## src/rtl/spp_pkg.sv

```systemverilog
// ----------------------------------------------------------------------------
// spp_pkg
// shared widths, codes, request type and the quarter-sine gain table for the
// slewed constant-power panner
// ----------------------------------------------------------------------------
package spp_pkg;

	localparam int PAN_FRAC_BITS     = 22;
	localparam int PAN_W             = 24;
	localparam int MAX_BUFFER_FRAMES = 4096;
	localparam int N_W               = 13;
	localparam int RATE_W            = 20;
	localparam int AMT_W             = RATE_W + N_W;
	localparam int SLEW_W            = AMT_W + 3;
	localparam int SAMPLE_W          = 16;
	localparam int GAIN_W            = 16;
	localparam int SINE_LOG2         = 8;
	localparam int SINE_ENTRIES      = 1 << SINE_LOG2;
	localparam int FRAC_W            = PAN_FRAC_BITS + 1 - SINE_LOG2;
	localparam int SINE_IDX_W        = PAN_W - FRAC_W;
	localparam int QUEUE_DEPTH       = 4;
	localparam int ADDR_W            = 4;
	localparam int DATA_W            = 32;

	localparam logic signed [PAN_W-1:0]    PAN_ONE    = PAN_W'(1 << PAN_FRAC_BITS);
	localparam logic [N_W-1:0]             N_MAX      = N_W'(MAX_BUFFER_FRAMES);
	localparam logic [GAIN_W-1:0]          GAIN_RESET = 16'd23170;
	localparam logic signed [SAMPLE_W-1:0] SAMPLE_MAX = 16'sh7fff;
	localparam logic signed [SAMPLE_W-1:0] SAMPLE_MIN = 16'sh8000;

	localparam logic [RATE_W-1:0] MANUAL_FADE_RESET = 20'd34953;
	localparam logic [RATE_W-1:0] ATTACK_RESET      = 20'd1748;
	localparam logic [RATE_W-1:0] DECAY_RESET       = 20'd87;

	// request function codes
	localparam logic [2:0] FUNC_SET_MANUAL = 3'd0;
	localparam logic [2:0] FUNC_SET_ADJUST = 3'd1;
	localparam logic [2:0] FUNC_SET_FLAG   = 3'd2;
	localparam logic [2:0] FUNC_BUFFER     = 3'd3;
	localparam logic [2:0] FUNC_FRAME      = 3'd4;

	// classified request kinds
	localparam logic [2:0] KIND_NONE       = 3'd0;
	localparam logic [2:0] KIND_SET_MANUAL = 3'd1;
	localparam logic [2:0] KIND_SET_ADJUST = 3'd2;
	localparam logic [2:0] KIND_SET_FLAG   = 3'd3;
	localparam logic [2:0] KIND_BUFFER     = 3'd4;
	localparam logic [2:0] KIND_FRAME      = 3'd5;

	// register indexes
	localparam logic [1:0] REG_MANUAL_FADE = 2'd0;
	localparam logic [1:0] REG_ATTACK      = 2'd1;
	localparam logic [1:0] REG_DECAY       = 2'd2;

	localparam longint unsigned HALF_PI_Q30 = 64'd1686629713;
	localparam longint unsigned TAYLOR_DIV [1:7] = '{6, 20, 42, 72, 110, 156, 210};

	typedef struct packed {
		logic [2:0]                   kind;
		logic signed [PAN_W-1:0]      pan;
		logic                         flag;
		logic [N_W-1:0]               frames;
		logic signed [SAMPLE_W-1:0]   left;
		logic signed [SAMPLE_W-1:0]   right;
	} item_t;

	typedef struct packed {
		logic full;
		logic empty;
	} q_stat_t;

	typedef struct packed {
		logic [RATE_W-1:0] manual_fade;
		logic [RATE_W-1:0] attack;
		logic [RATE_W-1:0] decay;
	} rates_t;

	typedef logic [GAIN_W-1:0] sine_tab_t [0:SINE_ENTRIES];

	// round(32768*sin(k*pi/(2*entries))) by a Q30 Taylor series
	function automatic sine_tab_t build_sine();
		sine_tab_t         tab;
		longint unsigned   x;
		longint unsigned   x2;
		longint unsigned   term;
		longint            sum;
		for (int k = 0; k <= SINE_ENTRIES; k++) begin
			x = (longint'(k) * HALF_PI_Q30 + SINE_ENTRIES / 2) / SINE_ENTRIES;
			x2 = (x * x) >> 30;
			term = x;
			sum = longint'(x);
			for (int n = 1; n <= 7; n++) begin
				term = ((term * x2) >> 30) / TAYLOR_DIV[n];
				if (n % 2 == 1) begin
					sum = sum - longint'(term);
				end else begin
					sum = sum + longint'(term);
				end
			end
			if (sum < 0) begin
				sum = 0;
			end
			sum = (sum + 16384) >>> 15;
			if (sum > 32768) begin
				sum = 32768;
			end
			tab[k] = GAIN_W'(sum);
		end
		return tab;
	endfunction

endpackage

```

## src/rtl/spp_front.sv

```systemverilog
// ----------------------------------------------------------------------------
// spp_front
// input register: accepts requests, classifies the function code and limits
// the frame count before handing them to the queue
// ----------------------------------------------------------------------------
module spp_front (
	input  logic                                   clk,
	input  logic                                   arst_n,
	input  logic                                   in_valid,
	output logic                                   in_stall,
	input  logic [2:0]                             func,
	input  logic signed [spp_pkg::PAN_W-1:0]       pan_value,
	input  logic                                   adjust_on,
	input  logic [spp_pkg::N_W-1:0]                frame_count,
	input  logic signed [spp_pkg::SAMPLE_W-1:0]    left_in,
	input  logic signed [spp_pkg::SAMPLE_W-1:0]    right_in,
	input  spp_pkg::q_stat_t                       q_stat,
	output logic                                   push,
	output spp_pkg::item_t                         item
);

	logic           valid_s1;
	spp_pkg::item_t item_s1;
	spp_pkg::item_t item_d;

	assign in_stall = valid_s1 && q_stat.full;
	assign push     = valid_s1 && !q_stat.full;
	assign item     = item_s1;

	always_comb begin
		item_d.pan    = pan_value;
		item_d.flag   = adjust_on;
		item_d.frames = (frame_count > spp_pkg::N_MAX) ? spp_pkg::N_MAX : frame_count;
		item_d.left   = left_in;
		item_d.right  = right_in;
		case (func)
			spp_pkg::FUNC_SET_MANUAL: item_d.kind = spp_pkg::KIND_SET_MANUAL;
			spp_pkg::FUNC_SET_ADJUST: item_d.kind = spp_pkg::KIND_SET_ADJUST;
			spp_pkg::FUNC_SET_FLAG:   item_d.kind = spp_pkg::KIND_SET_FLAG;
			spp_pkg::FUNC_BUFFER:     item_d.kind = spp_pkg::KIND_BUFFER;
			spp_pkg::FUNC_FRAME:      item_d.kind = spp_pkg::KIND_FRAME;
			default:                  item_d.kind = spp_pkg::KIND_NONE;
		endcase
	end

	always_ff @(posedge clk or negedge arst_n) begin
		if (!arst_n) begin
			valid_s1 <= 1'b0;
		end else if (!in_stall) begin
			valid_s1 <= in_valid;
		end
	end

	always_ff @(posedge clk) begin
		if (in_valid && !in_stall) begin
			item_s1 <= item_d;
		end
	end

endmodule

```

## config.mk

```make
export PLATFORM = sky130hd
export DESIGN_NAME = spp_front
export DESIGN_NICKNAME = d
export VERILOG_FILES = /design/src/rtl/spp_pkg.sv /design/src/rtl/spp_front.sv
export SDC_FILE = /design/constraint.sdc
export NUM_CORES = 1
export LEC_CHECK = 0
export BUFFER_PORTS_ARGS = -buffer_cell sky130_fd_sc_hd__buf_4
export CAP_MARGIN = 20
export CORE_AREA = 2 2 78 80
export CTS_BUF_LIST = sky130_fd_sc_hd__clkbuf_8
export CTS_CLUSTER_SIZE = 30
export DETAILED_ROUTE_END_ITERATION = 10
export DIE_AREA = 0 0 80 82
export GPL_ROUTABILITY_DRIVEN = 1
export HOLD_SLACK_MARGIN = 0.06
export PLACE_DENSITY = 0.78
export SLEW_MARGIN = 20
export SYNTH_ARGS = -nofsm -noshare
export SYNTH_HDL_FRONTEND = slang
export SYNTH_SLANG_ARGS = --single-unit
```

## constraint.sdc

```tcl
create_clock -name clk -period 4.6 [get_ports clk]
set_input_delay 0.69 -clock clk [delete_from_list [all_inputs] [get_ports clk]]
set_output_delay 0.69 -clock clk [all_outputs]
set_load 0.005 [all_outputs]
```

# Word level (Yosys, flattened, before mapping)
# Cells that the tools add are included.
word_totals:
  reg_bits: 74
  latchBits: 0
  mem_bits_rw: 0
  romBits: 0
  input_bits: 78
  output_inout_bits: 75
  wordCells: 19
  memories: 0
classes:
  n_addsub: 0
  multipliers: 0
  div: 0
  magnitude_cmp: 1
  eq_ne: 4
  n_shift: 0
  muxes: 1
  bitwise: 0
  n_reduce_logical: 6
ops:
  columns: ["cell", "n"]
  rows:
  - ["$pmux W3 S5", 1]
  - ["$gt A13 B13 Y1 const B", 1]
  - ["$eq A3 B2 Y1 const B", 2]
  - ["$eq A3 B1 Y1 const B", 1]
  - ["$eq A3 B3 Y1 const B", 1]
  - ["$logic_and A1 B1 Y1", 3]
  - ["$logic_not A3 Y1", 1]
  - ["$logic_not A1 Y1", 2]

# Depth between registers and ports, before layout
logic_depth:
  ltp_word: 3
  mapped_depth: 2
  mapped_depth_nobuf: 2

# Worst setup path after synthesis
# Ideal clock, no wire load.
synth_path:
  path_kind: "input to register"
  start: "input port q_stat[1] in the netlist's numbering"
  end: "register item_s1 (netlist bit item[0]) (enable)"
  setup_time_ns: 0.512
  arrival_ns: 4.058
  required_ns: 4.088
  path_slack_ns: 0.030
  cell_stages: 2
  path_buffers: 0
  path_cell_list: "and2_4 > nor2b_1"
synth_via:
  elab_chain_len: 3
synth_lines:
  columns: ["item", "line", "source"]
  rows:
  - ["start: declaration", "spp_front.sv:17", "input spp_pkg::q_stat_t q_stat,"]
  - ["$logic_and A1 B1 Y1", "spp_front.sv:26", "assign in_stall = valid_s1 && q_stat.full;"]
  - ["$logic_not A1 Y1", "spp_front.sv:55", "if (in_valid && !in_stall) begin"]
  - ["$logic_and A1 B1 Y1", "spp_front.sv:55", null]
  - ["end signal: assignment", "spp_front.sv:56", "item_s1 <= item_d;"]
  - ["end: declaration", "spp_front.sv:23", "spp_pkg::item_t item_s1;"]
# Every way passes these cells.
# A chain may end at the register's enable or synchronous reset.

# Worst setup path in the final report
layout_path:
  start: "input port q_stat[1] in the netlist's numbering"
  end: "register item_s1 (netlist bit item[66]) (enable)"
# The elaborated chain is that of the path after synthesis.

==> impl_results.rst <==
.. list-table::
   :header-rows: 1

   * - Metric
     - Value
   * - Endpoint arrival time on the critical path
     - just under 2 ns
   * - Category of the critical setup timing path
     - in -> reg
   * - Largest net degree at the start of global routing
     - 31
   * - # fillers
     - 429
   * - Area share of xor/xnor cells in the synthesized design
     - 0.371%
   * - Critical path launch point type
     - input pin
   * - Pins over their slew limit
     - 0
   * - Core Area
     - 5750 um^2
   * - IO buf count
     - about 150
   * - Fraction of final layout cells sized beyond drive strength 1
     - 62.3%
   * - IR drop worst, VDD
     - between 200 and 250 uV
   * - Endpoint kind of the worst setup timing path
     - register
   * - Seq/Total Area, Yosys
     - between 90% and 100%
   * - N_diodes
     - 0
   * - Finish-stage setup viols
     - 0
   * - CP Max Fanout
     - 30
   * - First DRT Iteration DRCs
     - 76
   * - H-tree levels
     - 3
   * - DP HPWL
     - 4280 um
   * - Share of the synthesized area in the top cell type
     - 92.8%
   * - Worst-skew pair later-pin latency
     - between 0.3 and 0.4 ns
   * - Die Area
     - ~6600 um^2
   * - Cells after synthesis
     - 98
   * - Combined area of all synthesized cells
     - between 2000 and 2500 um^2
   * - Routed vias
     - about 1.5k
   * - Number of distinct library cells after synthesis
     - 13
   * - Total routing usage reported by global routing
     - between 10% and 20%
   * - Hold Worst Slack
     - 0.118 ns
   * - Number of clock buffers inserted by TritonCTS
     - 9
   * - Vias in the first global route
     - ~1.6k
   * - Die height
     - roughly 82 um
   * - P&R area growth vs syn
     - 59.1%
   * - Compound-cell area share of the yosys netlist
     - less than 1%
   * - Number of optimization iterations in the first detailed-route pass
     - 4
   * - First-pass GRT wire length
     - about 7700 um
   * - Cell types occupying the most area after synthesis
     - edfxtp_1 93%, nor2b_1 3.7%, dfrtp_1 1.1%
   * - Post-synthesis adder-cell area fraction
     - 0%
   * - Post-synth net total
     - approximately 180
   * - Clock tree from TritonCTS
     - built
   * - Result of the run
     - finished, final reports clean
   * - Share of cell area taken by muxes after synthesis
     - 0%
   * - Total Wirelength
     - 5390 um
   * - Kind of path behind the tightest hold check
     - in -> async
   * - Clock slew seen by the registers of the worst setup and hold paths
     - approximately 0.07 ns
   * - Total DRC errors in the routed layout
     - 0
   * - Remaining antenna violation count after routing
     - 0
   * - Final period demand of the worst path
     - about 2 ns
   * - Number of antenna violations at the first check in global routing
     - 0
   * - Buffers from clock root to sink, at most
     - 2
   * - Setup repair after global routing missed its margin
     - false
   * - Top-Level Pins
     - between 150 and 200
   * - Area leader, netlist
     - edfxtp_1
   * - Final sum of negative setup slack
     - 0 ns
   * - Nets@finish
     - 338
   * - Post-Synth Simple-Gate Area
     - slightly below 5%
   * - Average wire length per cell after detail routing
     - between 15 and 20 um
   * - Post-synthesis sequential element count
     - between 70 and 80
   * - Initial standard-cell utilization of the core
     - 41.1%
   * - Detail-routed via count per cell
     - between 4 and 5
   * - Number of hold violations in the final report
     - 0
   * - Site Rows
     - 28
   * - Worst slew margin
     - 53.6%
   * - Transition time at the pin with the least slew margin
     - approximately 0.70 ns
   * - Standby leakage power
     - 1.59 nW
   * - Share of the clock period used by the worst path after layout
     - 43.5%
   * - Num Clock Sinks
     - 74
   * - Critical Path RT
     - roughly 4.6 ns
   * - Number of hold buffers added after CTS
     - 0
   * - Pwr per Cell Area
     - around 350 nW/um^2
   * - GPL Wtd Cong
     - 0.793
   * - Depth of the worst register-to-register path
     - 3
   * - Skew final
     - about 0.008 ns
   * - Timing-limited maximum frequency
     - between 0.5 and 0.6 GHz
   * - Dominant combinational cell family by area after synthesis
     - simple AND/OR/NAND/NOR gates
   * - Total congestion overflow after global routing
     - 0
   * - Master cell of the clock root buffer
     - clkbuf_8
   * - Max-cap violations
     - 0
   * - Width of the die
     - 80 um
   * - Number of warnings printed during yosys synthesis
     - 0
   * - Setup Fix Bufs, Post-CTS
     - 0
   * - Mean area per synthesized cell
     - approximately 24 um^2
   * - Number of resized instances in the post-cts repair step
     - 0
[cells by family (layout without fill, tap and decap cells)]
group | after synthesis | count (layout)
xor gates and xnor gates | 1 | 1
DFF | 74 | 74
buffers and inverters | 2 | 169
and+or+nand+nor | 19 | 19
AOI/OAI and AO/OA | 2 | 2
[layout make-up]
type / count / area [um^2] / share of cell area (%)
Timing Repair Buffer: 153 / 1150 / 30.6
Multi-Input combinational cell: 22 / 144 / 3.83
Sequential cell: 74 / 2220 / 59.0
Clock inverter: 7 / 30.0 / 0.799
Tap cell: 75 / 93.8 / 2.50
Clock buffer: 9 / 124 / 3.30
[critical path: stages]
cell     delay (ns)
buf_4          0.11
and2_4         0.14
nor2b_4        0.56
buf_4          0.47
[final timing paths]
path / startpoint / slack, ns / to
max: q_stat[1] / 2.60 / item[66]
min: arst_n / 0.12 / valid_s1
max reg2reg: valid_s1 / 2.67 / item[66]
min reg2reg: valid_s1 / 0.64 / valid_s1
max in group asynchronous: arst_n / 4.40 / valid_s1
min in group clk: left_in[15] / 0.53 / item[31]
[synthesized netlist by cell type (all sizes together)]
| master | number |
|---|---|
| clkbuf | 1 |
| nand2 | 1 |
| buf | 1 |
| or2 | 1 |
| a21oi | 1 |
| o22ai | 1 |
| xnor2 | 1 |
| dfrtp | 1 |
| nor2 | 1 |
| nor2b | 14 |
| and2 | 1 |
| edfxtp | 73 |
| nand2b | 1 |
[where the power goes]
part	internal, mW	switching, mW
combinational	0.0881	0.0501
sequential	0.786	0.0101
clock	0.184	0.212
[layer usage]
metal	share of wire [%]	up-vias	GRT usage (%)
met2	57	78	31.0
met1	33	685	16.4
li1	-	695	-
met4	2.4	0	9.15
met3	7.8	11	5.60
met5	0	-	0
[flip-flops by register name, indices dropped and copies added, names as in the netlist]
signal	cells
item	73
valid_s1	1
[stage by stage]
step / utilization (%) / setup WS (ns) / instances / total power, mW / instance area (um^2)
after floorplan: - / 0.0298 / 98 / 0.841 / 2360
after global placement: 62.7 / 2.27 / 324 / 0.947 / 3600
after detailed placement: 62.7 / 2.23 / 324 / 0.953 / 3600
after CTS: 65.4 / 2.58 / 340 / 1.35 / 3760
after global routing: 65.4 / 2.51 / 340 / 1.39 / 3760
final: 65.4 / 2.60 / 340 / 1.33 / 3760
[cells in the final DEF (no fill, tap or decap), types with 3 or more instances in the layout]
cell	n
buf_4	153
edfxtp_1	73
nor2b_1	13
clkbuf_8	9
inv_1	3
clkinv_1	3
(Power assumes the default switching activity.)
