==> src/rtl/spp_pkg.sv <==
// ----------------------------------------------------------------------------
// spp_pkg
// shared widths, codes, request type and the quarter-sine gain table for the
// slewed constant-power panner
// ----------------------------------------------------------------------------
package spp_pkg;

	localparam int PAN_FRAC_BITS     = 22;
	localparam int PAN_W             = 24;
	localparam int MAX_BUFFER_FRAMES = 4096;
	localparam int N_W               = 13;
	localparam int RATE_W            = 20;
	localparam int AMT_W             = RATE_W + N_W;
	localparam int SLEW_W            = AMT_W + 3;
	localparam int SAMPLE_W          = 16;
	localparam int GAIN_W            = 16;
	localparam int SINE_LOG2         = 8;
	localparam int SINE_ENTRIES      = 1 << SINE_LOG2;
	localparam int FRAC_W            = PAN_FRAC_BITS + 1 - SINE_LOG2;
	localparam int SINE_IDX_W        = PAN_W - FRAC_W;
	localparam int QUEUE_DEPTH       = 4;
	localparam int ADDR_W            = 4;
	localparam int DATA_W            = 32;

	localparam logic signed [PAN_W-1:0]    PAN_ONE    = PAN_W'(1 << PAN_FRAC_BITS);
	localparam logic [N_W-1:0]             N_MAX      = N_W'(MAX_BUFFER_FRAMES);
	localparam logic [GAIN_W-1:0]          GAIN_RESET = 16'd23170;
	localparam logic signed [SAMPLE_W-1:0] SAMPLE_MAX = 16'sh7fff;
	localparam logic signed [SAMPLE_W-1:0] SAMPLE_MIN = 16'sh8000;

	localparam logic [RATE_W-1:0] MANUAL_FADE_RESET = 20'd34953;
	localparam logic [RATE_W-1:0] ATTACK_RESET      = 20'd1748;
	localparam logic [RATE_W-1:0] DECAY_RESET       = 20'd87;

	// request function codes
	localparam logic [2:0] FUNC_SET_MANUAL = 3'd0;
	localparam logic [2:0] FUNC_SET_ADJUST = 3'd1;
	localparam logic [2:0] FUNC_SET_FLAG   = 3'd2;
	localparam logic [2:0] FUNC_BUFFER     = 3'd3;
	localparam logic [2:0] FUNC_FRAME      = 3'd4;

	// classified request kinds
	localparam logic [2:0] KIND_NONE       = 3'd0;
	localparam logic [2:0] KIND_SET_MANUAL = 3'd1;
	localparam logic [2:0] KIND_SET_ADJUST = 3'd2;
	localparam logic [2:0] KIND_SET_FLAG   = 3'd3;
	localparam logic [2:0] KIND_BUFFER     = 3'd4;
	localparam logic [2:0] KIND_FRAME      = 3'd5;

	// register indexes
	localparam logic [1:0] REG_MANUAL_FADE = 2'd0;
	localparam logic [1:0] REG_ATTACK      = 2'd1;
	localparam logic [1:0] REG_DECAY       = 2'd2;

	localparam longint unsigned HALF_PI_Q30 = 64'd1686629713;
	localparam longint unsigned TAYLOR_DIV [1:7] = '{6, 20, 42, 72, 110, 156, 210};

	typedef struct packed {
		logic [2:0]                   kind;
		logic signed [PAN_W-1:0]      pan;
		logic                         flag;
		logic [N_W-1:0]               frames;
		logic signed [SAMPLE_W-1:0]   left;
		logic signed [SAMPLE_W-1:0]   right;
	} item_t;

	typedef struct packed {
		logic full;
		logic empty;
	} q_stat_t;

	typedef struct packed {
		logic [RATE_W-1:0] manual_fade;
		logic [RATE_W-1:0] attack;
		logic [RATE_W-1:0] decay;
	} rates_t;

	typedef logic [GAIN_W-1:0] sine_tab_t [0:SINE_ENTRIES];

	// round(32768*sin(k*pi/(2*entries))) by a Q30 Taylor series
	function automatic sine_tab_t build_sine();
		sine_tab_t         tab;
		longint unsigned   x;
		longint unsigned   x2;
		longint unsigned   term;
		longint            sum;
		for (int k = 0; k <= SINE_ENTRIES; k++) begin
			x = (longint'(k) * HALF_PI_Q30 + SINE_ENTRIES / 2) / SINE_ENTRIES;
			x2 = (x * x) >> 30;
			term = x;
			sum = longint'(x);
			for (int n = 1; n <= 7; n++) begin
				term = ((term * x2) >> 30) / TAYLOR_DIV[n];
				if (n % 2 == 1) begin
					sum = sum - longint'(term);
				end else begin
					sum = sum + longint'(term);
				end
			end
			if (sum < 0) begin
				sum = 0;
			end
			sum = (sum + 16384) >>> 15;
			if (sum > 32768) begin
				sum = 32768;
			end
			tab[k] = GAIN_W'(sum);
		end
		return tab;
	endfunction

endpackage

==> src/rtl/spp_queue.sv <==
// ----------------------------------------------------------------------------
// spp_queue
// short request queue between the front and the executing side
// ----------------------------------------------------------------------------
module spp_queue #(
	parameter int QUEUE_DEPTH = spp_pkg::QUEUE_DEPTH
) (
	input  logic             clk,
	input  logic             arst_n,
	input  logic             push,
	input  spp_pkg::item_t   wr_item,
	input  logic             pop,
	output spp_pkg::item_t   rd_item,
	output spp_pkg::q_stat_t stat
);

	localparam int PTR_W = $clog2(QUEUE_DEPTH);
	localparam int CNT_W = $clog2(QUEUE_DEPTH + 1);

	spp_pkg::item_t   mem_q [QUEUE_DEPTH];
	logic [PTR_W-1:0] wr_ptr_q;
	logic [PTR_W-1:0] rd_ptr_q;
	logic [CNT_W-1:0] count_q;

	assign stat.full  = (count_q == CNT_W'(QUEUE_DEPTH));
	assign stat.empty = (count_q == '0);
	assign rd_item    = mem_q[rd_ptr_q];

	always_ff @(posedge clk or negedge arst_n) begin
		if (!arst_n) begin
			wr_ptr_q <= '0;
			rd_ptr_q <= '0;
			count_q  <= '0;
		end else begin
			if (push) begin
				wr_ptr_q <= wr_ptr_q + 1'b1;
			end
			if (pop) begin
				rd_ptr_q <= rd_ptr_q + 1'b1;
			end
			case ({push, pop})
				2'b10:   count_q <= count_q + 1'b1;
				2'b01:   count_q <= count_q - 1'b1;
				default: count_q <= count_q;
			endcase
		end
	end

	always_ff @(posedge clk) begin
		if (push) begin
			mem_q[wr_ptr_q] <= wr_item;
		end
	end

endmodule

==> config.mk <==
export PLATFORM = sky130hd
export DESIGN_NAME = spp_queue
export DESIGN_NICKNAME = d
export VERILOG_FILES = /design/src/rtl/spp_pkg.sv /design/src/rtl/spp_queue.sv
export SDC_FILE = /design/constraint.sdc
export NUM_CORES = 1
export LEC_CHECK = 0
export ABC_AREA = 1
export BUFFER_PORTS_ARGS = -buffer_cell sky130_fd_sc_hd__buf_2
export CAP_MARGIN = 10
export CORE_MARGIN = 2
export CORE_UTILIZATION = 48
export CTS_CLUSTER_DIAMETER = 60
export DETAILED_ROUTE_END_ITERATION = 10
export GPL_TIMING_DRIVEN = 0
export HOLD_SLACK_MARGIN = 0.06
export PLACE_DENSITY_LB_ADDON = 0.12
export SYNTH_ARGS = -nofsm -noshare
export SYNTH_HDL_FRONTEND = slang
export SYNTH_SLANG_ARGS = --single-unit
==> constraint.sdc <==
create_clock -name clk -period 2.9 [get_ports clk]
set_input_delay 0.29 -clock clk [delete_from_list [all_inputs] [get_ports clk]]
set_output_delay 0.29 -clock clk [all_outputs]
set_load 0.02 [all_outputs]
* Word-level counts from Yosys, hierarchy flattened
Memory sizes are Yosys's and may differ from the RTL's.
Cells that the tools add are included.
** Word-level totals
- Register bits :: 7
- Memory bits (writable) :: 292
- Input bits :: 77
- Word-level logic and storage cells :: 16
- Memories :: 1
** Cells by class
- Add/sub/neg operators :: 4
- Equality and inequality tests :: 3
- Multiplexer cells :: 3
- Reductions and logical operators :: 2
** Memory list
- mem_q :: depth 4, bits a word 73, rd ports 1, clocked after Yosys merged registers in 0, wr ports 1, RTL line spp_queue.sv:20 : spp_pkg::item_t mem_q [QUEUE_DEPTH];
** Operators with widths (count)
- one-hot mux 3 bit (2 select lines) :: 1
- adder 2 x 1 -> 2 bit (second input constant) :: 2
- adder 3 x 1 -> 3 bit (second input constant) :: 1
- equality test 3 bit (second input constant) :: 1
- logical NOT 3 bit :: 1
- subtractor 3 x 1 -> 3 bit (second input constant) :: 1
- equality test 2 x 1 -> 1 bit (second input constant) :: 1
- equality test 2 bit (second input constant) :: 1
- 2-to-1 mux 1 bit :: 2
- nonzero test 2 bit :: 1

* Logic depth before layout (Yosys ltp)
Gate-level depths: netlist (run 1).
- Depth after elaboration :: 2
- Depth in mapped cells :: 10
- Gate-level depth less buffers :: 9

* Worst setup path after synthesis (run 1)
Ideal clock, no wire load.
- Path kind :: register to register
- Start point :: reg wr_ptr_q[0]
- End point :: mem mem_q[2][0] (netlist name), enable pin
- Library setup time :: 0.427 ns
- Arrival :: 2.097 ns
- Path slack :: 0.376 ns
- Stages on the path, launching flop included :: 5
- Clock period less this slack :: 2.524 ns
- Cell sequence :: dfrtp_1 inv_1 ha_1 nand2_1 inv_1
** RTL lines
- from (decl) :: RTL line spp_queue.sv:21 : logic [PTR_W-1:0] wr_ptr_q;
- from (signal assigned) :: RTL line spp_queue.sv:36 : wr_ptr_q <= wr_ptr_q + 1'b1;
- to (decl) :: RTL line spp_queue.sv:20
No word-level cell before the write port.

==> run_results.csv, run 1 <==
group,metric,value,unit
sta,rsz0062_at_grt,"false",
synth,syn_inst,901,
critical_path,regToRegStartpoint,"wr_ptr_q[1]",
place,hpwlAfterDp,15000,um
drt,drt-vias-per-instance,4.90,
synth,synth_seq_area_share,73.9,%
hold_path,hold_path.class,"in -> async",
synth,syn_nets,984,
grt,grt_pass1_wl,39000,um
drt,ant_nets,0,
critical_path,worst_setup_path_start_kind,"register",
critical_path,crit_chain,"inv_1 -> buf_2 -> buf_2 -> o211ai_1 -> nand2_1 -> buf_2",
critical_path,critical_path_arrival,2000,ps
synth,syn-cell-area,12100,um^2
power,p_leak,0.00613,uW
drt,drc,0,
clock_network,path_clk_slew,60,ps
synth,async_reset_ff_share,2.34,%
sta,fin_crit_sh,79.0,%
synth,synth-edff-count,292,
clock_network,cts_tree,"yes",
floorplan,dieArea,26500,um^2
grt,overflow,0,
cells_and_area,layout-drive-gt1-share,21.0,%
sta,hold_viol,0,
floorplan,initial_core_util,48.5,%
drt,first_pass_iters,4,
clock_network,clock-root-buffer,"clkbuf_16",
clock_network,clk_path_buf_depth,3,
clock_network,post_cts_buffers,0,
critical_path,cpMaxStageDelayCell,"dfrtp_1",
synth,ys_warn_count,0,
cells_and_area,area_growth,24.4,%
clock_network,clock_sinks,299,
critical_path,critical_path_buf_inv_count,4,
grt,grt_max_degree,42,
sta,worst_pin_slew,635,ps
drt,vias,7438,
run_status,status,"complete, no violations",
critical_path,crit_required,2610,ps
power,ir_worst_vdd,642,uV
synth,synth_area_leaders,"edfxtp_1 72%, o211ai_1 9.0%, nand2_1 7.1%",
cells_and_area,final_cells,1518,
synth,synth_common_cells,"292 x edfxtp_1, 230 x nand2_1, 160 x inv_1",
grt,grt_pass1_vias,7511,
floorplan,coreArea,25000,um^2
drt,wl_per_cell,16.9,um
critical_path,cp_common_cell,"buf_2",
synth,synth_ff_type,"edfxtp_1",
floorplan,die_x,163,um
clock_network,cts_made_buffers,31,
synth,synth.most_common_cell,"edfxtp_1",
place,gp_congestion,0.709,
floorplan,pin_count,152,
sta,relSlewSlack,57.6,%
sta,slew_violations,0,
cells_and_area,fin_area,15100,um^2
power,p_per_area,1040,nW/um^2
drt,drt_iter0_markers,327,
sta,timing.final.crit_period,2290,ps
critical_path,path_max_fanout,10,
cells_and_area,n_antenna_cell,0,
job,cap_violations,0,
clock_network,insertion_delay,560,ps
synth,avgSynthCellArea,13.4,um^2
critical_path,crit_start,"rd_ptr_q[1]",
grt,antenna_found_initial,0,
grt,grt.total_usage,19.3,%
synth,synth_area_leader_cell,"edfxtp_1",
cells_and_area,fin_nets,1246,
synth,ys_seq_elements,299,
synth,netlist.area_leader.share,72.4,%
cells_and_area,nFillCells,2013,
sta,finClkSkew,21.7,ps
synth,ys_types,19,
cells_and_area,fin_util,60.3,%
floorplan,die_y,163,um
sta,setup_viol,0,
floorplan,rows,58,
clock_network,htreeDepth,1,
place,numPortBuffers,150,
drt,wl,25700,um
critical_path,worst_setup_path_end_kind,"output pin",
place,placed_area,13400,um^2
critical_path,cp_top_family,"buffers and inverters",
sta,max_freq,437,MHz
critical_path,worstSetupPathType,"reg -> out",
critical_path,critical-path-max-stage-delay,370,ps
place,place_inst,1385,
sta,whs,102,ps
## final timing paths
| check | endpoint | slack (ps) | depth (start not counted) |
|---|---|---|---|
| min in group clk | wr_ptr_q[1] | 100 | 3 |
| max in group asynchronous | wr_ptr_q[0] | 2610 | 2 |
| worst max-delay path | rd_item[32] | 610 | 6 |
| worst min-delay path | wr_ptr_q[1] | 100 | 2 |
| worst max register to register | mem_q[1][45] | 1030 | 5 |
| worst min register to register | count_q[2] | 500 | 2 |
## layer usage
layer	track usage (%)	share of wire, %	up-vias
met3	3.31	5.2	42
li1	-	-	3664
met5	0	0	-
met2	34.2	50	186
met4	5.15	2.2	0
met1	24.8	43	3546
## sequential cells by signal, indices dropped and copies added (netlist names)
name,count
rd_ptr_q,2
count_q,3
wr_ptr_q,2
mem_q,292
## area by class of cell
type / instances / area [um^2] / share of cell area, %
Clock inverter: 19 / 124 / 0.822
Timing Repair Buffer: 229 / 1600 / 10.6
Buffer: 50 / 449 / 2.98
Tap cell: 330 / 413 / 2.74
Multi-Input combinational cell: 392 / 2110 / 14.0
Inverter: 160 / 611 / 4.05
Sequential cell: 299 / 8940 / 59.4
Clock buffer: 39 / 806 / 5.35
## power by group
group | internal, uW | total, uW | switching [uW]
Combinational | 2080 | 6190 | 4110
Clock | 2050 | 3590 | 1540
Sequential | 5650 | 5830 | 182
Total | 9780 | 15600 | 5840
## stage by stage
stage                     setup TNS, ps  setup WS [ps]  power (uW)
after detailed placement              0            998       12100
after global placement          -243960           -886       12100
final                                 0            610       15600
after CTS                             0            555       15800
after floorplan                       0            376        9960
after global routing                  0            502       16500
## logic make-up after synthesis
family	Yosys count	synth area share, %
AOI/OAI and AO/OA	148	9.18
buffers and inverters	210	8.67
DFF	299	73.9
and+or+nand+nor	234	7.31
adders and majority gates	6	0.682
xor gates and xnor gates	4	0.289
## cell usage in the layout (no fill, tap or decap), types with 3 or more instances in the layout
| cell | count |
|---|---|
| buf_12 | 3 |
| buf_16 | 3 |
| buf_2 | 168 |
| buf_6 | 27 |
| clkbuf_1 | 10 |
| clkbuf_16 | 31 |
| clkinv_1 | 7 |
| clkinv_2 | 7 |
| dfrtp_1 | 7 |
| dlygate4sd3_1 | 75 |
| edfxtp_1 | 292 |
| ha_1 | 5 |
| inv_1 | 156 |
| inv_4 | 4 |
| nand2_1 | 230 |
| o211ai_1 | 145 |
| xor2_1 | 3 |
## timing repair
item,CTS,global route
hold endpoints to repair,301,0
hold buffers,75,0
resized for setup,0,0
Power figures use the tool's default switching activity.
==> run 2, diff against run 1 <==
==> constraint.sdc (replaced) <==
create_clock -name clk -period 2 [get_ports clk]
set_input_delay 0.2 -clock clk [delete_from_list [all_inputs] [get_ports clk]]
set_output_delay 0.2 -clock clk [all_outputs]
set_load 0.02 [all_outputs]
==> run 2 against run 1 <==
Effect of this change: the flow now finishes with violations (negative setup slack); highest routed layer unchanged; via count is 0.81% higher; non-clock buffer count rose by 9; routed wire length is 1.7% higher; clock skew down 12 ps; worst setup slack worse by 650 ps; power grew 55%; critical path type unchanged; register-to-register slack got worse by 750 ps; utilization rose by 2.2 points.
==> run_results.csv, run 2 (synthesis gave the netlist of run 1 again) <==
group,metric,value,unit
power,intPower,15400,uW
grt,grt_pass1_wl,40000,um
clock_network,clock-root-buffer,"clkbuf_16",
power,combPwrFrac,42.9,%
floorplan,dieArea,26500,um^2
drt,drt_iter0_markers,445,
critical_path,path_max_fanout,10,
place,preCtsSetupSlack,-91.6,ps
floorplan,initial_core_util,48.5,%
drt,drt-vias-per-instance,4.91,
clock_network,clk_path_buf_depth,3,
cells_and_area,largest_reg_flops,292,
cells_and_area,largestRegisters,"mem_q (292), count_q (3)",
drt,vias,7498,
sta,whs,397,ps
sta,worst_pin_slew,563,ps
place,placed_area,13500,um^2
sta,fin_crit_sh,102,%
grt,antenna_found_initial,1,
critical_path,critical_path_arrival,1840,ps
power,clockPowerShare,22.1,%
job,cap_violations,0,
floorplan,die_x,163,um
power,power.net_switching,8750,uW
clock_network,htreeDepth,1,
cells_and_area,area_growth,28.9,%
cells_and_area,regMostFlops,"mem_q",
cells_and_area,layout-drive-gt1-share,22.4,%
sta,rsz0062_at_grt,"true",
cells_and_area,fin_nets,1256,
place,place_inst,1389,
drt,ant_nets,0,
critical_path,worst_setup_path_end_kind,"output pin",
grt,grt_max_degree,36,
power,ir_worst_vdd,882,uV
run_status,violations,"negative setup slack",
critical_path,worst_setup_path_start_kind,"register",
place,numPortBuffers,150,
power,seqPwrFrac,34.9,%
grt,grt.total_usage,19.7,%
grt,grt_pass1_vias,7659,
sta,finClkSkew,9.89,ps
floorplan,pin_count,152,
drt,wl_per_cell,17.1,um
sta,relSlewSlack,62.3,%
run_status,status,"finished with violations",
sta,hold_viol,0,
floorplan,die_y,163,um
clock_network,clock_sinks,299,
grt,overflow,0,
clock_network,cts_made_buffers,31,
power,p_leak,0.00630,uW
clock_network,insertion_delay,550,ps
hold_path,hold_path.class,"in -> reg",
drt,first_pass_iters,5,
clock_network,path_clk_slew,60,ps
critical_path,worstSetupPathType,"reg -> out",
cells_and_area,final_cell_mix,"292 x edfxtp_1, 226 x nand2_1, 154 x inv_1",
cells_and_area,final_cells,1528,
clock_network,cts_tree,"yes",
cells_and_area,fin_area,15600,um^2
drt,wl,26100,um
sta,setup_viol,33,
power,swShare,36.2,%
drt,drc,0,
sta,max_freq,490,MHz
floorplan,coreArea,25000,um^2
critical_path,crit_required,1800,ps
cells_and_area,final_common_cell,"edfxtp_1",
floorplan,rows,58,
sta,timing.final.crit_period,2040,ps
power,p_per_area,1550,nW/um^2
place,gp_congestion,0.721,
sta,slew_violations,0,
sta,fin_ws,-40.2,ps
place,hpwlAfterDp,15700,um
run 2: metrics by stage:
stage | util (%) | power [uW] | setup TNS (ps)
6_report | 62.5 | 24200 | -496
3_5_place_dp | 53.9 | 17700 | -2220
2_1_floorplan | - | 14500 | -36930
3_3_place_gp | 53.3 | 17500 | -321210
4_1_cts | 62.0 | 24100 | -1460
5_1_grt | 62.5 | 25400 | -4860
run 2: timing repair:
| item | 4_1_cts | 5_1_grt |
|---|---|---|
| buffers inserted | 2 | 1 |
| hold buffers | 77 | 0 |
| gates cloned | 1 | 0 |
| resized for setup | 90 | 36 |
| endpoints found under the hold margin | 302 | 0 |
| pin swaps | 82 | 54 |
| setup endpoints to repair | 115 | 76 |
run 2: final timing paths:
path / startpoint / to / slack, ps / depth (start not counted)
max: rd_ptr_q[0] / rd_item[70] / -40 / 6
min: wr_item[47] / mem_q[3][47] / 400 / 2
max reg2reg: wr_ptr_q[0] / mem_q[3][40] / 280 / 4
min reg2reg: count_q[2] / count_q[2] / 500 / 2
max in group asynchronous: arst_n / wr_ptr_q[0] / 1100 / 3
min in group asynchronous: arst_n / count_q[0] / 630 / 3
run 2: cell type report:
type                            count  area, um^2
Multi-Input combinational cell    392        2130
Antenna cell                        1        2.50
Timing Repair inverter              1        5.00
Clock inverter                     20         146
Buffer                             50         574
Sequential cell                   299        8940
Inverter                          160         616
Timing Repair Buffer              238        1970
Clock buffer                       37         798
Fill cell                        1984        9360
Tap cell                          330         413
run 2: critical path, stage by stage, from the launching register on:
cell and delay [ps]:
dfrtp_1 390, buf_6 150, buf_12 150, buf_8 150
o211ai_1 180, nand2_1 120, buf_6 150
run 2: per-layer routing:
| layer | track usage, % | share of wire (%) | wire length [um] | vias up |
|---|---|---|---|---|
| met4 | 5.35 | 2.1 | 537 | 0 |
| met1 | 25.1 | 43 | 11200 | 3567 |
| met5 | 0 | 0 | 0 | - |
| met3 | 3.44 | 5.8 | 1520 | 45 |
| li1 | - | - | - | 3680 |
| met2 | 34.8 | 49 | 12900 | 206 |
run 2: power groups by stage:
stage | Combinational (uW) | Clock (uW) | Sequential (uW)
4_1_cts | 10200 | 5430 | 8460
3_3_place_gp | 8800 | 0 | 8660
3_5_place_dp | 9100 | 0 | 8590
2_1_floorplan | 5890 | 0 | 8580
5_1_grt | 11200 | 5690 | 8550
6_report | 10400 | 5350 | 8450
==> run 3, diff against run 2 <==
--- a/config.mk
+++ b/config.mk
@@ -14,7 +14,7 @@
 export DETAILED_ROUTE_END_ITERATION = 10
 export GPL_TIMING_DRIVEN = 0
 export HOLD_SLACK_MARGIN = 0.06
-export PLACE_DENSITY_LB_ADDON = 0.12
+export PLACE_DENSITY = 0.73
 export SYNTH_ARGS = -nofsm -noshare
 export SYNTH_HDL_FRONTEND = slang
 export SYNTH_SLANG_ARGS = --single-unit
==> run 3 against run 2 <==
Effect of this change: the flow still finishes with violations (negative setup slack); register-to-register slack worse by 210 ps; critical path depth unchanged; clock power is 6.0% lower; combinational power up 6%; utilization grew 0.28 points; count of clock-buffer cells in the layout rose by 2; sequential share of layout area shrank 0.25 points; cell area is 0.44% higher; final cell count down 0.46%; die area unchanged; largest power group unchanged.
==> run_results.csv, run 3 (synthesis gave the netlist of run 1 again) <==
group,metric,value,unit
run_status,status,"finished with violations",
run_status,violations,"negative setup slack",
cells_and_area,fin_util,62.8,%
sta,fin_tns_setup,-1250,ps
floorplan,rows,58,
grt,grt_max_degree,37,
sta,fin_crit_sh,103,%
grt,grt.total_usage,20.1,%
clock_network,cts_tree,"yes",
sta,max_freq,485,MHz
clock_network,cts_made_buffers,29,
power,p_leak,0.00631,uW
power,seqPwrFrac,34.7,%
grt,overflow,0,
critical_path,rrSetupSlack,70,ps
critical_path,crit_start,"rd_ptr_q[0]",
grt,antenna_found_initial,0,
cells_and_area,layout-drive-gt1-share,22.5,%
clock_network,clock_sinks,299,
grt,grt_pass1_vias,7782,
critical_path,regToRegStartpoint,"wr_ptr_q[1]",
cells_and_area,final_common_cell,"edfxtp_1",
cells_and_area,nFillCells,1848,
critical_path,path_max_fanout,10,
sta,whs,85.8,ps
cells_and_area,regMostFlops,"mem_q",
sta,setup_viol,47,
critical_path,worstSetupPathType,"reg -> out",
critical_path,cp_top_family,"buffers and inverters",
drt,vias,7708,
critical_path,critical_path_buf_inv_count,4,
critical_path,critical-path-max-stage-delay,380,ps
critical_path,crit_chain,"buf_6 -> buf_12 -> buf_6 -> o211ai_1 -> nand2_1 -> buf_6",
floorplan,coreArea,25000,um^2
critical_path,cpMaxStageDelayCell,"dfrtp_1",
cells_and_area,fin_nets,1255,
critical_path,critical_path_arrival,1860,ps
power,ir_worst_vdd,1140,uV
critical_path,worst_setup_path_end_kind,"output pin",
floorplan,dieArea,26500,um^2
power,power.net_switching,8880,uW
power,intPower,15600,uW
power,clockPowerShare,20.6,%
critical_path,crit_required,1800,ps
floorplan,initial_core_util,48.5,%
cells_and_area,largestRegisters,"mem_q (292), count_q (3)",
sta,fin_ws,-63.0,ps
clock_network,insertion_delay,530,ps
cells_and_area,n_antenna_cell,0,
critical_path,crit_path_end,"rd_item[63]",
grt,grt_pass1_wl,41100,um
sta,finClkSkew,7.71,ps
sta,timing.final.crit_period,2060,ps
drt,drc,0,
drt,wl,27700,um
drt,ant_nets,0,
sta,worst_pin_slew,784,ps
place,hpwlAfterDp,16200,um
power,p_per_area,1560,nW/um^2
job,cap_violations,0,
floorplan,die_x,163,um
sta,slew_violations,0,
place,gp_congestion,0.721,
floorplan,pin_count,152,
critical_path,cp.depth,6,
critical_path,r2r_end,"mem_q[1][8]",
power,swShare,36.3,%
clock_network,clock-root-buffer,"clkbuf_16",
drt,drt_iter0_markers,589,
clock_network,path_clk_slew,60,ps
critical_path,cp_common_cell,"buf_6",
sta,rsz0062_at_grt,"true",
hold_path,hold_path.class,"in -> reg",
drt,wl_per_cell,18.2,um
clock_network,htreeDepth,1,
drt,first_pass_iters,5,
cells_and_area,area_growth,29.4,%
critical_path,worst_setup_path_start_kind,"register",
clock_network,clk_path_buf_depth,3,
floorplan,die_y,163,um
cells_and_area,largest_reg_flops,292,
power,combPwrFrac,44.8,%
place,numPortBuffers,150,
cells_and_area,final_cell_mix,"292 x edfxtp_1, 219 x nand2_1, 154 x inv_1",
sta,hold_viol,0,
critical_path,r2r_cells,4,
drt,drt-vias-per-instance,5.07,
sta,relSlewSlack,47.5,%
run 3: cell types whose count changed in the layout (fill, tap and decap cells not counted), sizes merged:
cell / before / now
diode: 1 / 0
clkinv: 17 / 9
dlygate4sd3: 77 / 76
buf: 209 / 207
clkinvlp: 6 / 5
clkbuf: 39 / 45
run 3: worst reg2reg max path: cells and delay by family (launching register included):
family	cells	cell delay, ps
flops	1	390
simple gates	1	140
buf+inv	2	720
fa+ha+maj	1	180
run 3: final cells by class:
type                            count  area (um^2)  area share, %
Sequential cell                   299         8940           57.1
Multi-Input combinational cell    392         2150           13.7
Timing Repair Buffer              239         2080           13.3
Clock buffer                       39          763           4.87
Inverter                          160          616           3.93
Buffer                             50          601           3.83
Tap cell                          330          413           2.63
Clock inverter                     11         97.6          0.623
Timing Repair inverter              1         5.00         0.0319
run 3: how the worst min path moves through the flow:
stage,startpoint,to,slack (ps),depth (start not counted)
after floorplan,arst_n,count_q[0],-100,0
after global placement,arst_n,wr_ptr_q[0],40,1
after detailed placement,arst_n,wr_ptr_q[0],50,1
after CTS,push,wr_ptr_q[1],60,3
after global routing,push,wr_ptr_q[1],140,3
final,push,wr_ptr_q[1],90,3
run 3: layer usage:
layer  share of wire, %  up-vias  track usage [%]
li1                   -     3678                -
met1                 41     3767             25.5
met2                 52      230             36.5
met3                6.2       33             3.18
met4                1.5        0             4.59
met5                  0        -                0
run 3: stage by stage:
stage	setup slack, ps	cell area [um^2]	instances	total power [uW]
2_1_floorplan	-134	12100	901	14500
3_5_place_dp	47.0	13500	1389	17700
4_1_cts	-64.8	15400	1516	23700
5_1_grt	-143	15700	1521	25700
3_3_place_gp	-1060	13300	1381	17400
6_report	-63.0	15700	1521	24500
run 3: power groups by stage:
stage | combinational (uW) | clock [uW] | sequential (uW)
after floorplan | 5890 | 0 | 8580
after global placement | 8730 | 0 | 8650
after detailed placement | 9090 | 0 | 8610
after CTS | 10100 | 5110 | 8480
after global routing | 11800 | 5360 | 8580
final | 11000 | 5030 | 8480
run 3: repair_timing:
item	4_1_cts	5_1_grt
endpoints found under the hold margin	301	0
pin swaps	73	49
setup buffers	1	0
cloned	0	5
setup endpoints to repair	73	125
hold buffers	76	0
gates resized for setup	87	62
